File: src/hw/rtl/sbct_pkg.sv
`timescale 1ns / 1ps
`default_nettype none

package sbct_pkg;

    localparam int SBCT_SLOTS      = 16;
    localparam int SBCT_COORD_BITS = 16;
    localparam int SIDE_W          = 15;

    typedef enum logic [1:0] {
        CMD_ADD    = 2'd0,
        CMD_REMOVE = 2'd1,
        CMD_MOVE   = 2'd2,
        CMD_DETECT = 2'd3
    } cmd_t;

    typedef enum logic [1:0] {
        STAT_OK    = 2'd0,
        STAT_FULL  = 2'd1,
        STAT_EMPTY = 2'd2
    } status_t;

    typedef enum logic [2:0] {
        ST_IDLE,
        ST_MOVE,
        ST_ROW,
        ST_SCAN,
        ST_DRAIN,
        ST_EMIT
    } state_t;

endpackage

`default_nettype wire

File: src/hw/rtl/sbct_box_ram.sv
`timescale 1ns / 1ps
`default_nettype none

module sbct_box_ram #(
    parameter int SLOTS = sbct_pkg::SBCT_SLOTS,
    parameter int WIDTH = 2 * sbct_pkg::SBCT_COORD_BITS + sbct_pkg::SIDE_W
) (
    input  wire logic                     clk,
    input  wire logic                     wr_en,
    input  wire logic [$clog2(SLOTS)-1:0] wr_addr,
    input  wire logic [WIDTH-1:0]         wr_data,
    input  wire logic [$clog2(SLOTS)-1:0] rd_addr_a,
    output logic      [WIDTH-1:0]         rd_data_a,
    input  wire logic [$clog2(SLOTS)-1:0] rd_addr_b,
    output logic      [WIDTH-1:0]         rd_data_b
);

    logic [WIDTH-1:0] mem [SLOTS];

    always_ff @(posedge clk)
    begin
        if (wr_en)
        begin
            mem[wr_addr] <= wr_data;
        end
    end

    always_ff @(posedge clk)
    begin
        rd_data_a <= mem[rd_addr_a];
        rd_data_b <= mem[rd_addr_b];
    end

endmodule

`default_nettype wire

File: src/hw/rtl/sbct_pair_cmp.sv
`timescale 1ns / 1ps
`default_nettype none

module sbct_pair_cmp #(
    parameter int COORD_BITS = sbct_pkg::SBCT_COORD_BITS
) (
    input  wire logic signed [COORD_BITS-1:0]      row_x,
    input  wire logic signed [COORD_BITS-1:0]      row_y,
    input  wire logic        [sbct_pkg::SIDE_W-1:0] row_side,
    input  wire logic signed [COORD_BITS-1:0]      cand_x,
    input  wire logic signed [COORD_BITS-1:0]      cand_y,
    input  wire logic        [sbct_pkg::SIDE_W-1:0] cand_side,
    output logic                                    hit
);

    localparam int CMP_W = (COORD_BITS + 1 > sbct_pkg::SIDE_W) ?
                           COORD_BITS + 1 : sbct_pkg::SIDE_W;

    // gap is exact in COORD_BITS+1 bits; the lower coordinate's side is the limit,
    // ties take the candidate's side
    function automatic logic axis_hit(
        input logic signed [COORD_BITS-1:0]       a,
        input logic signed [COORD_BITS-1:0]       b,
        input logic        [sbct_pkg::SIDE_W-1:0] sa,
        input logic        [sbct_pkg::SIDE_W-1:0] sb
    );
        logic signed [COORD_BITS:0]     diff;
        logic        [COORD_BITS:0]     gap;
        logic        [sbct_pkg::SIDE_W-1:0] lim;
        diff = {a[COORD_BITS-1], a} - {b[COORD_BITS-1], b};
        gap  = diff[COORD_BITS] ? (~diff + 1'b1) : diff;
        lim  = diff[COORD_BITS] ? sa : sb;
        return CMP_W'(gap) <= CMP_W'(lim);
    endfunction

    assign hit = axis_hit(row_x, cand_x, row_side, cand_side) &&
                 axis_hit(row_y, cand_y, row_side, cand_side);

endmodule

`default_nettype wire

File: src/hw/rtl/square_box_collision_table.sv
`timescale 1ns / 1ps
`default_nettype none

// Table of SLOTS square boxes kept in a two-read, one-write box memory, with
// occupancy flags in flip-flops. A command beat is taken on s_tuser (add,
// remove, move, detect). Add and remove finish on the command beat; move reads
// the box, then writes it back. Detect gives SLOTS result beats in slot order,
// the final one with tlast; each row of a live box above slot 0 scans its lower
// slots (row 0 and empty rows do not), because the memory's candidate port
// delivers one lower slot per cycle to the pair comparator. No new command is
// taken until every beat of the current one has been sent.
module square_box_collision_table #(
    parameter int SLOTS      = sbct_pkg::SBCT_SLOTS,
    parameter int COORD_BITS = sbct_pkg::SBCT_COORD_BITS
) (
    input  wire logic        clk,
    input  wire logic        rst_n,
    input  wire logic        s_tvalid,
    output logic             s_tready,
    // slot[3:0], pos_x[19:4], pos_y[35:20], extent[50:36], delta_x[66:51],
    // delta_y[82:67], zero pad
    input  wire logic [87:0] s_tdata,
    // cmd[1:0]
    input  wire logic [1:0]  s_tuser,
    output logic             m_tvalid,
    input  wire logic        m_tready,
    // row_slot[3:0], row_live[4], hit_mask[20:5], live_count[25:21], zero pad
    output logic [31:0]      m_tdata,
    // status[1:0]
    output logic [1:0]       m_tuser,
    output logic             m_tlast
);

    localparam int SLOT_W = $clog2(SLOTS);
    localparam int CNT_W  = $clog2(SLOTS + 1);
    localparam int SIDE_W = sbct_pkg::SIDE_W;
    localparam int BOX_W  = 2 * COORD_BITS + SIDE_W;

    // input fields
    sbct_pkg::cmd_t     cmd;
    logic [3:0]         slot;
    logic signed [15:0] pos_x;
    logic signed [15:0] pos_y;
    logic [14:0]        extent;
    logic signed [15:0] delta_x;
    logic signed [15:0] delta_y;

    assign cmd     = sbct_pkg::cmd_t'(s_tuser);
    assign slot    = s_tdata[3:0];
    assign pos_x   = $signed(s_tdata[19:4]);
    assign pos_y   = $signed(s_tdata[35:20]);
    assign extent  = s_tdata[50:36];
    assign delta_x = $signed(s_tdata[66:51]);
    assign delta_y = $signed(s_tdata[82:67]);

    sbct_pkg::state_t state_reg, state_next;

    logic [SLOTS-1:0]  occ_reg, occ_next;
    logic [CNT_W-1:0]  count_reg, count_next;
    logic [SLOT_W-1:0] row_reg, row_next;
    logic [SLOT_W-1:0] j_reg, j_next;

    logic [SLOT_W-1:0]  mv_slot_reg;
    logic signed [15:0] mv_dx_reg;
    logic signed [15:0] mv_dy_reg;

    logic [SLOTS-1:0]  mask_reg;
    logic              cmp_v_reg;
    logic [SLOT_W-1:0] cmp_j_reg;

    logic                out_valid_reg;
    sbct_pkg::status_t   out_status_reg;
    logic [3:0]          out_slot_reg;
    logic                out_live_reg;
    logic [15:0]         out_mask_reg;
    logic [4:0]          out_count_reg;
    logic                out_last_reg;

    // control
    logic              in_fire;
    logic              out_free;
    logic              slot_ok;
    logic [SLOT_W-1:0] slot_idx;
    logic              occ_hit;
    logic              free_found;
    logic [SLOT_W-1:0] free_idx;
    logic              row_scan;
    logic              row_last;

    logic              wr_en;
    logic [SLOT_W-1:0] wr_addr;
    logic [BOX_W-1:0]  wr_data;
    logic [SLOT_W-1:0] rd_addr_a;
    logic [SLOT_W-1:0] rd_addr_b;
    logic [BOX_W-1:0]  rd_data_a;
    logic [BOX_W-1:0]  rd_data_b;
    logic              issue;
    logic              mask_clr;
    logic              pair_hit;

    logic                emit;
    sbct_pkg::status_t   em_status;
    logic [3:0]          em_slot;
    logic                em_live;
    logic [15:0]         em_mask;
    logic                em_last;

    assign out_free = !out_valid_reg || m_tready;
    assign s_tready = (state_reg == sbct_pkg::ST_IDLE) && out_free;
    assign in_fire  = s_tvalid && s_tready;
    assign slot_ok  = (int'(slot) < SLOTS);
    assign slot_idx = SLOT_W'(slot);
    assign occ_hit  = slot_ok && occ_reg[slot_idx];
    assign row_scan = occ_reg[row_reg] && (row_reg != '0);
    assign row_last = (row_reg == SLOT_W'(SLOTS - 1));

    // lowest free slot
    always_comb
    begin
        free_found = 1'b0;
        free_idx   = '0;
        for (int i = SLOTS - 1; i >= 0; i--)
        begin
            if (!occ_reg[i])
            begin
                free_found = 1'b1;
                free_idx   = SLOT_W'(i);
            end
        end
    end

    // next state
    always_comb
    begin
        state_next = state_reg;
        case (state_reg)
            sbct_pkg::ST_IDLE:
            begin
                if (in_fire)
                begin
                    case (cmd)
                        sbct_pkg::CMD_MOVE:
                        begin
                            if (occ_hit)
                            begin
                                state_next = sbct_pkg::ST_MOVE;
                            end
                        end
                        sbct_pkg::CMD_DETECT: state_next = sbct_pkg::ST_ROW;
                        default:              state_next = sbct_pkg::ST_IDLE;
                    endcase
                end
            end
            sbct_pkg::ST_MOVE:
            begin
                if (out_free)
                begin
                    state_next = sbct_pkg::ST_IDLE;
                end
            end
            sbct_pkg::ST_ROW:
            begin
                if (!row_scan)
                begin
                    state_next = sbct_pkg::ST_EMIT;
                end
                else if (row_reg == SLOT_W'(1))
                begin
                    state_next = sbct_pkg::ST_DRAIN;
                end
                else
                begin
                    state_next = sbct_pkg::ST_SCAN;
                end
            end
            sbct_pkg::ST_SCAN:
            begin
                if (j_reg == row_reg - SLOT_W'(1))
                begin
                    state_next = sbct_pkg::ST_DRAIN;
                end
            end
            sbct_pkg::ST_DRAIN: state_next = sbct_pkg::ST_EMIT;
            sbct_pkg::ST_EMIT:
            begin
                if (out_free)
                begin
                    state_next = row_last ? sbct_pkg::ST_IDLE : sbct_pkg::ST_ROW;
                end
            end
            default: state_next = sbct_pkg::ST_IDLE;
        endcase
    end

    // datapath control and result beats
    always_comb
    begin
        occ_next   = occ_reg;
        count_next = count_reg;
        row_next   = row_reg;
        j_next     = j_reg;
        wr_en      = 1'b0;
        wr_addr    = free_idx;
        wr_data    = {extent, COORD_BITS'(pos_y), COORD_BITS'(pos_x)};
        rd_addr_a  = row_reg;
        rd_addr_b  = j_reg;
        issue      = 1'b0;
        mask_clr   = 1'b0;
        emit       = 1'b0;
        em_status  = sbct_pkg::STAT_OK;
        em_slot    = slot;
        em_live    = 1'b0;
        em_mask    = '0;
        em_last    = 1'b1;
        case (state_reg)
            sbct_pkg::ST_IDLE:
            begin
                rd_addr_a = slot_idx;
                if (in_fire)
                begin
                    case (cmd)
                        sbct_pkg::CMD_ADD:
                        begin
                            emit = 1'b1;
                            if (free_found)
                            begin
                                occ_next[free_idx] = 1'b1;
                                count_next         = count_reg + CNT_W'(1);
                                wr_en              = 1'b1;
                                em_slot            = 4'(free_idx);
                                em_live            = 1'b1;
                            end
                            else
                            begin
                                em_status = sbct_pkg::STAT_FULL;
                                em_slot   = '0;
                            end
                        end
                        sbct_pkg::CMD_REMOVE:
                        begin
                            emit = 1'b1;
                            if (occ_hit)
                            begin
                                occ_next[slot_idx] = 1'b0;
                                count_next         = count_reg - CNT_W'(1);
                            end
                            else
                            begin
                                em_status = sbct_pkg::STAT_EMPTY;
                            end
                        end
                        sbct_pkg::CMD_MOVE:
                        begin
                            if (!occ_hit)
                            begin
                                emit      = 1'b1;
                                em_status = sbct_pkg::STAT_EMPTY;
                            end
                        end
                        sbct_pkg::CMD_DETECT: row_next = '0;
                        default:              emit = 1'b0;
                    endcase
                end
            end
            sbct_pkg::ST_MOVE:
            begin
                rd_addr_a = mv_slot_reg;
                wr_addr   = mv_slot_reg;
                wr_data   = {rd_data_a[BOX_W-1 -: SIDE_W],
                             rd_data_a[2*COORD_BITS-1 -: COORD_BITS]
                                 + COORD_BITS'(mv_dy_reg),
                             rd_data_a[COORD_BITS-1:0] + COORD_BITS'(mv_dx_reg)};
                if (out_free)
                begin
                    wr_en   = 1'b1;
                    emit    = 1'b1;
                    em_slot = 4'(mv_slot_reg);
                    em_live = 1'b1;
                end
            end
            sbct_pkg::ST_ROW:
            begin
                mask_clr  = 1'b1;
                rd_addr_b = '0;
                if (row_scan)
                begin
                    issue  = 1'b1;
                    j_next = SLOT_W'(1);
                end
            end
            sbct_pkg::ST_SCAN:
            begin
                issue  = 1'b1;
                j_next = j_reg + SLOT_W'(1);
            end
            sbct_pkg::ST_DRAIN:
            begin
                issue = 1'b0;
            end
            sbct_pkg::ST_EMIT:
            begin
                if (out_free)
                begin
                    emit     = 1'b1;
                    em_slot  = 4'(row_reg);
                    em_live  = occ_reg[row_reg];
                    em_mask  = 16'(mask_reg);
                    em_last  = row_last;
                    row_next = row_reg + SLOT_W'(1);
                end
            end
            default: emit = 1'b0;
        endcase
    end

    sbct_box_ram #(
        .SLOTS (SLOTS),
        .WIDTH (BOX_W)
    ) u_ram (
        .clk       (clk),
        .wr_en     (wr_en),
        .wr_addr   (wr_addr),
        .wr_data   (wr_data),
        .rd_addr_a (rd_addr_a),
        .rd_data_a (rd_data_a),
        .rd_addr_b (rd_addr_b),
        .rd_data_b (rd_data_b)
    );

    // row box on port a, lower candidate on port b
    sbct_pair_cmp #(
        .COORD_BITS (COORD_BITS)
    ) u_cmp (
        .row_x     ($signed(rd_data_a[COORD_BITS-1:0])),
        .row_y     ($signed(rd_data_a[2*COORD_BITS-1 -: COORD_BITS])),
        .row_side  (rd_data_a[BOX_W-1 -: SIDE_W]),
        .cand_x    ($signed(rd_data_b[COORD_BITS-1:0])),
        .cand_y    ($signed(rd_data_b[2*COORD_BITS-1 -: COORD_BITS])),
        .cand_side (rd_data_b[BOX_W-1 -: SIDE_W]),
        .hit       (pair_hit)
    );

    always_ff @(posedge clk or negedge rst_n)
    begin
        if (!rst_n)
        begin
            state_reg     <= sbct_pkg::ST_IDLE;
            occ_reg       <= '0;
            count_reg     <= '0;
            row_reg       <= '0;
            j_reg         <= '0;
            cmp_v_reg     <= 1'b0;
            out_valid_reg <= 1'b0;
        end
        else
        begin
            state_reg <= state_next;
            occ_reg   <= occ_next;
            count_reg <= count_next;
            row_reg   <= row_next;
            j_reg     <= j_next;
            cmp_v_reg <= issue;
            if (emit)
            begin
                out_valid_reg <= 1'b1;
            end
            else if (m_tready)
            begin
                out_valid_reg <= 1'b0;
            end
        end
    end

    always_ff @(posedge clk)
    begin
        cmp_j_reg <= rd_addr_b;
        if (in_fire)
        begin
            mv_slot_reg <= slot_idx;
            mv_dx_reg   <= delta_x;
            mv_dy_reg   <= delta_y;
        end
        if (mask_clr)
        begin
            mask_reg <= '0;
        end
        else if (cmp_v_reg && pair_hit && occ_reg[cmp_j_reg])
        begin
            mask_reg[cmp_j_reg] <= 1'b1;
        end
        if (emit)
        begin
            out_status_reg <= em_status;
            out_slot_reg   <= em_slot;
            out_live_reg   <= em_live;
            out_mask_reg   <= em_mask;
            out_count_reg  <= 5'(count_next);
            out_last_reg   <= em_last;
        end
    end

    assign m_tvalid = out_valid_reg;
    assign m_tuser  = out_status_reg;
    assign m_tlast  = out_last_reg;
    assign m_tdata  = {6'd0, out_count_reg, out_mask_reg, out_live_reg, out_slot_reg};

endmodule

`default_nettype wire

File: config.mk
export PLATFORM = sky130hd
export DESIGN_NAME = square_box_collision_table
export DESIGN_NICKNAME = d
export VERILOG_FILES = /design/src/hw/rtl/sbct_pkg.sv /design/src/hw/rtl/sbct_box_ram.sv /design/src/hw/rtl/sbct_pair_cmp.sv /design/src/hw/rtl/square_box_collision_table.sv
export SDC_FILE = /design/constraint.sdc
export NUM_CORES = 2
export LEC_CHECK = 0
export BUFFER_PORTS_ARGS = -buffer_cell sky130_fd_sc_hd__buf_2
export CORE_MARGIN = 1
export CORE_UTILIZATION = 64
export CTS_CLUSTER_SIZE = 10
export DETAILED_ROUTE_END_ITERATION = 10
export PLACE_DENSITY_LB_ADDON = 0.12
export REMOVE_ABC_BUFFERS = 1
export SETUP_SLACK_MARGIN = 0.4
export SYNTH_ARGS = -nofsm -noshare
export SYNTH_HDL_FRONTEND = slang
export SYNTH_SLANG_ARGS = --single-unit
File: constraint.sdc
create_clock -name clk -period 7.7 [get_ports clk]
set_input_delay 1.54 -clock clk [delete_from_list [all_inputs] [get_ports clk]]
set_output_delay 1.54 -clock clk [all_outputs]
set_load 0.1 [all_outputs]
==> flow_summary.toml <==
[die]
rows = 100
core_area_um2 = 74800
start_util_pct = 65.0
io_pins = 131
dieArea_um2 = 77100
die_w_um = 278
die_height_um = 278

[clocking]
htreeDepth = 3
cts_setup_buffers = 0
cts_buffer_depth = 3
cts.clk_slew.worst_paths_ns = 0.05
cts_root_buf = "clkbuf_16"
cts-resized-gates = 0
cts_buffers = 108
clk_latency_ns = 0.69
cts_tree = "yes"
clock_sinks = 965
holdBufCountCts = 0

[route]
drt-pass1-iter-count = 6
initialDrtViolationCount = 4504
routed_wl_um = 139000
antenna_left = 0
drc = 0
avgViaCountPerCell = 7.11
wl_per_cell_um = 29.2
dr_total_vias = 33900

[cells_and_area]
nNetsFinal = 3914
layout-drive-gt1-share_pct = 20.2
fin_area_um2 = 53500
largest_registers = "u_ram.mem x752, u_ram.rd_data_a x47, u_ram.rd_data_b x47"
area_delta_synth_final_pct = 9.97
largest_reg_flops = 752
top_register = "u_ram.mem"

[logic_synthesis]
ys_ff_latch = 965
yosys-top-cells-area = "edfxtp_1 (50%), mux4_2 (9.4%), dfxtp_1 (4.7%)"
synth_edf_count = 817
yosysWarnings = 0
postSynthCellCount = 3663
synth_area_um2 = 48600
synth_cell_types = 83
synth_top_area_share_pct = 50.4
synth_top_cell_by_area = "edfxtp_1"
synthFlopType = "edfxtp_1"
async_reset_ff_share_pct = 3.52
syn_area_per_cell_um2 = 13.3
ys_seq_area_share_pct = 56.9

[global_route]
grt_util_met1_pct = 48.0
busiest_layer = "met2"
track_usage_pct = 35.7
grt_pass1_vias = 33900
gr-usage-met3_pct = 6.78
grt_first_pass_wirelength_um = 206000
grt_start_max_net_pins = 160
overflow = 0
use_met2_pct = 57.2
antenna_found_initial = 4

[timing]
finalHoldViolations = 0
maxSlewHeadroom_pct = 15.0
fin_crit_sh_pct = 78.6
final-max-slew-violation-count = 0
max_freq_mhz = 165
fin_worst_skew_ns = 0.0300
worst_pin_slew_ns = 1.26
whs_ns = 0.444
layout_min_cycle_time_ns = 6.05
final.setup.worst_slack_ns = 1.65
rsz0062_at_grt = "no"
setup_viol = 0

[placed_design]
placed_area_um2 = 50300
pre_cts_ws_ns = 1.71
gp_congestion = 0.901
io_buffers = 119
dp_hpwl_um = 78100

[critical_path]
cp-start-kind = "flip-flop"
cp_max_fo = 24
r2r-end = "mask_reg[14]"
cp-end-kind = "flip-flop"
arrival_ns = 6.62
reg2reg_from = "u_ram.rd_data_a[0]"
rrSetupSlack_ns = 1.65
ff2ff_path_depth = 20
critPathKind = "flip-flop to flip-flop"
required_ns = 8.27

[power]
total_power_mw = 25.7
p_leak_nw = 18.4
vdd_drop_max_v = 0.000463
p_per_area_nw_per_um2 = 480

[hold_path]
min_to = "mask_reg[6]"
holdPathStages = 2
holdCritStartpoint = "mask_reg[6]"
hp-class = "flip-flop to flip-flop"

[outcome]
status = "finished clean"

[flow_run]
cap_violations = 0
cell usage in the layout, fill, tap and decap left out, drive strengths merged, types with 15 or more instances in the layout:
cell type	synthesis	layout
ha	107	107
nor2b	117	117
dfxtp	114	114
buf	61	189
o31ai	71	71
a21oi	250	250
o21ai	228	228
xnor2	43	43
nand2	192	192
a211oi	106	106
edfxtp	817	817
clkbuf	197	195
mux4	203	203
o22ai	55	55
nor2	136	136
xor2	23	23
nor3	25	25
inv	87	88
and2	34	34
a31oi	57	57
nand3	77	77
mux2i	176	176
o21a	20	20
dfrtp	34	34
nand2b	21	21
a21o	18	18
or3	19	19
mux2	196	196
or2	15	15
a221oi	51	51
logic make-up (layout without fill, tap and decap cells):
logic type                 after synthesis  count (layout)  synth area share [%]
buffers and inverters                  346             479                  2.77
muxes                                  575             575                  17.6
other                                    1               7               0.00771
adders and majority gates              111             111                  2.92
DFF                                    965             965                  56.9
and+or+nand+nor                        685             685                  6.98
xor gates and xnor gates                66              66                  1.19
AOI/OAI and AO/OA                      914             914                  11.7
cells in the mapped netlist (all sizes together), types with 3 or more instances:
master  instances
mux2          196
o31ai          71
or3            19
a211oi        106
edfxtp        817
o22ai          55
o221ai          4
inv            87
nand2         192
mux2i         176
a221oi         51
o41ai           5
a21boi         12
a21o           18
ha            107
xor2           23
a21oi         250
nor2          136
o21ai         228
mux4          203
buf            61
a222oi          4
and2           34
dfrtp          34
dfxtp         114
nor4            3
a221o           3
xnor2          43
or4             3
o21a           20
fa              4
o211ai          7
a31oi          57
nand2b         21
nor3           25
nor2b         117
and3           13
clkbuf        197
or2            15
nand4          14
and4            4
nand3          77
routing by layer:
metal | share of wire, % | wire, µm | vias up
li1 | - | - | 14400
met4 | 4.3 | 6000 | 4
met1 | 38 | 52600 | 16800
met3 | 11 | 14800 | 417
met5 | 0.019 | 26 | -
met2 | 47 | 65800 | 2240
where the power goes:
part	switching, mW	internal [mW]
logic	8.06	5.40
registers	0.615	6.91
clock network	2.04	2.68
metrics by stage:
stage,utilization (%),cells,setup TNS [ns]
after global routing,71.5,4770,0
after detailed placement,67.2,4568,0
after CTS,71.5,4770,0
final,71.5,4771,0
after global placement,67.2,4568,0
after floorplan,-,3410,-962.83
worst max-delay path by stage:
stage                             startpoint            endpoint  slack, ns  cells after the start
after floorplan                 state_reg[2]  u_ram.rd_data_a[0]     -18.77                      6
after global placement    u_ram.rd_data_a[0]         mask_reg[8]       1.89                     21
after detailed placement  u_ram.rd_data_a[0]         mask_reg[4]       1.71                     21
after CTS                 u_ram.rd_data_a[0]        mask_reg[14]       1.68                     21
after global routing      u_ram.rd_data_a[0]         mask_reg[6]       1.31                     21
final                     u_ram.rd_data_a[0]        mask_reg[14]       1.65                     20
worst max-delay path, cell delays in order, from the launching register on:
cell and delay [ns]:
dfxtp_1 0.35, inv_1 0.06, ha_1 0.22, fa_1 0.42, nor2b_1 0.18, o21ai_1 0.12, a21oi_1 0.36, o211a_1 0.26
or2_2 0.13, a31o_2 0.62, mux2i_1 0.28, ha_1 0.37, and3_1 0.16, nand3_1 0.10, nor3_1 0.26, a41o_1 0.22
nand4_1 0.11, a41oi_1 0.34, o221ai_1 0.16, or4_1 0.83, o31ai_1 0.35
cell type report:
class | instances | area [µm²]
clock inverter | 7 | 125
multi-input combinational | 2357 | 19900
tap | 969 | 1210
antenna | 1 | 2.50
clock buffer | 195 | 3070
timing repair buffer | 189 | 1200
sequential | 965 | 27700
inverter | 88 | 334
fill | 4968 | 21300
No activity file was read; power rests on OpenSTA's default activity.
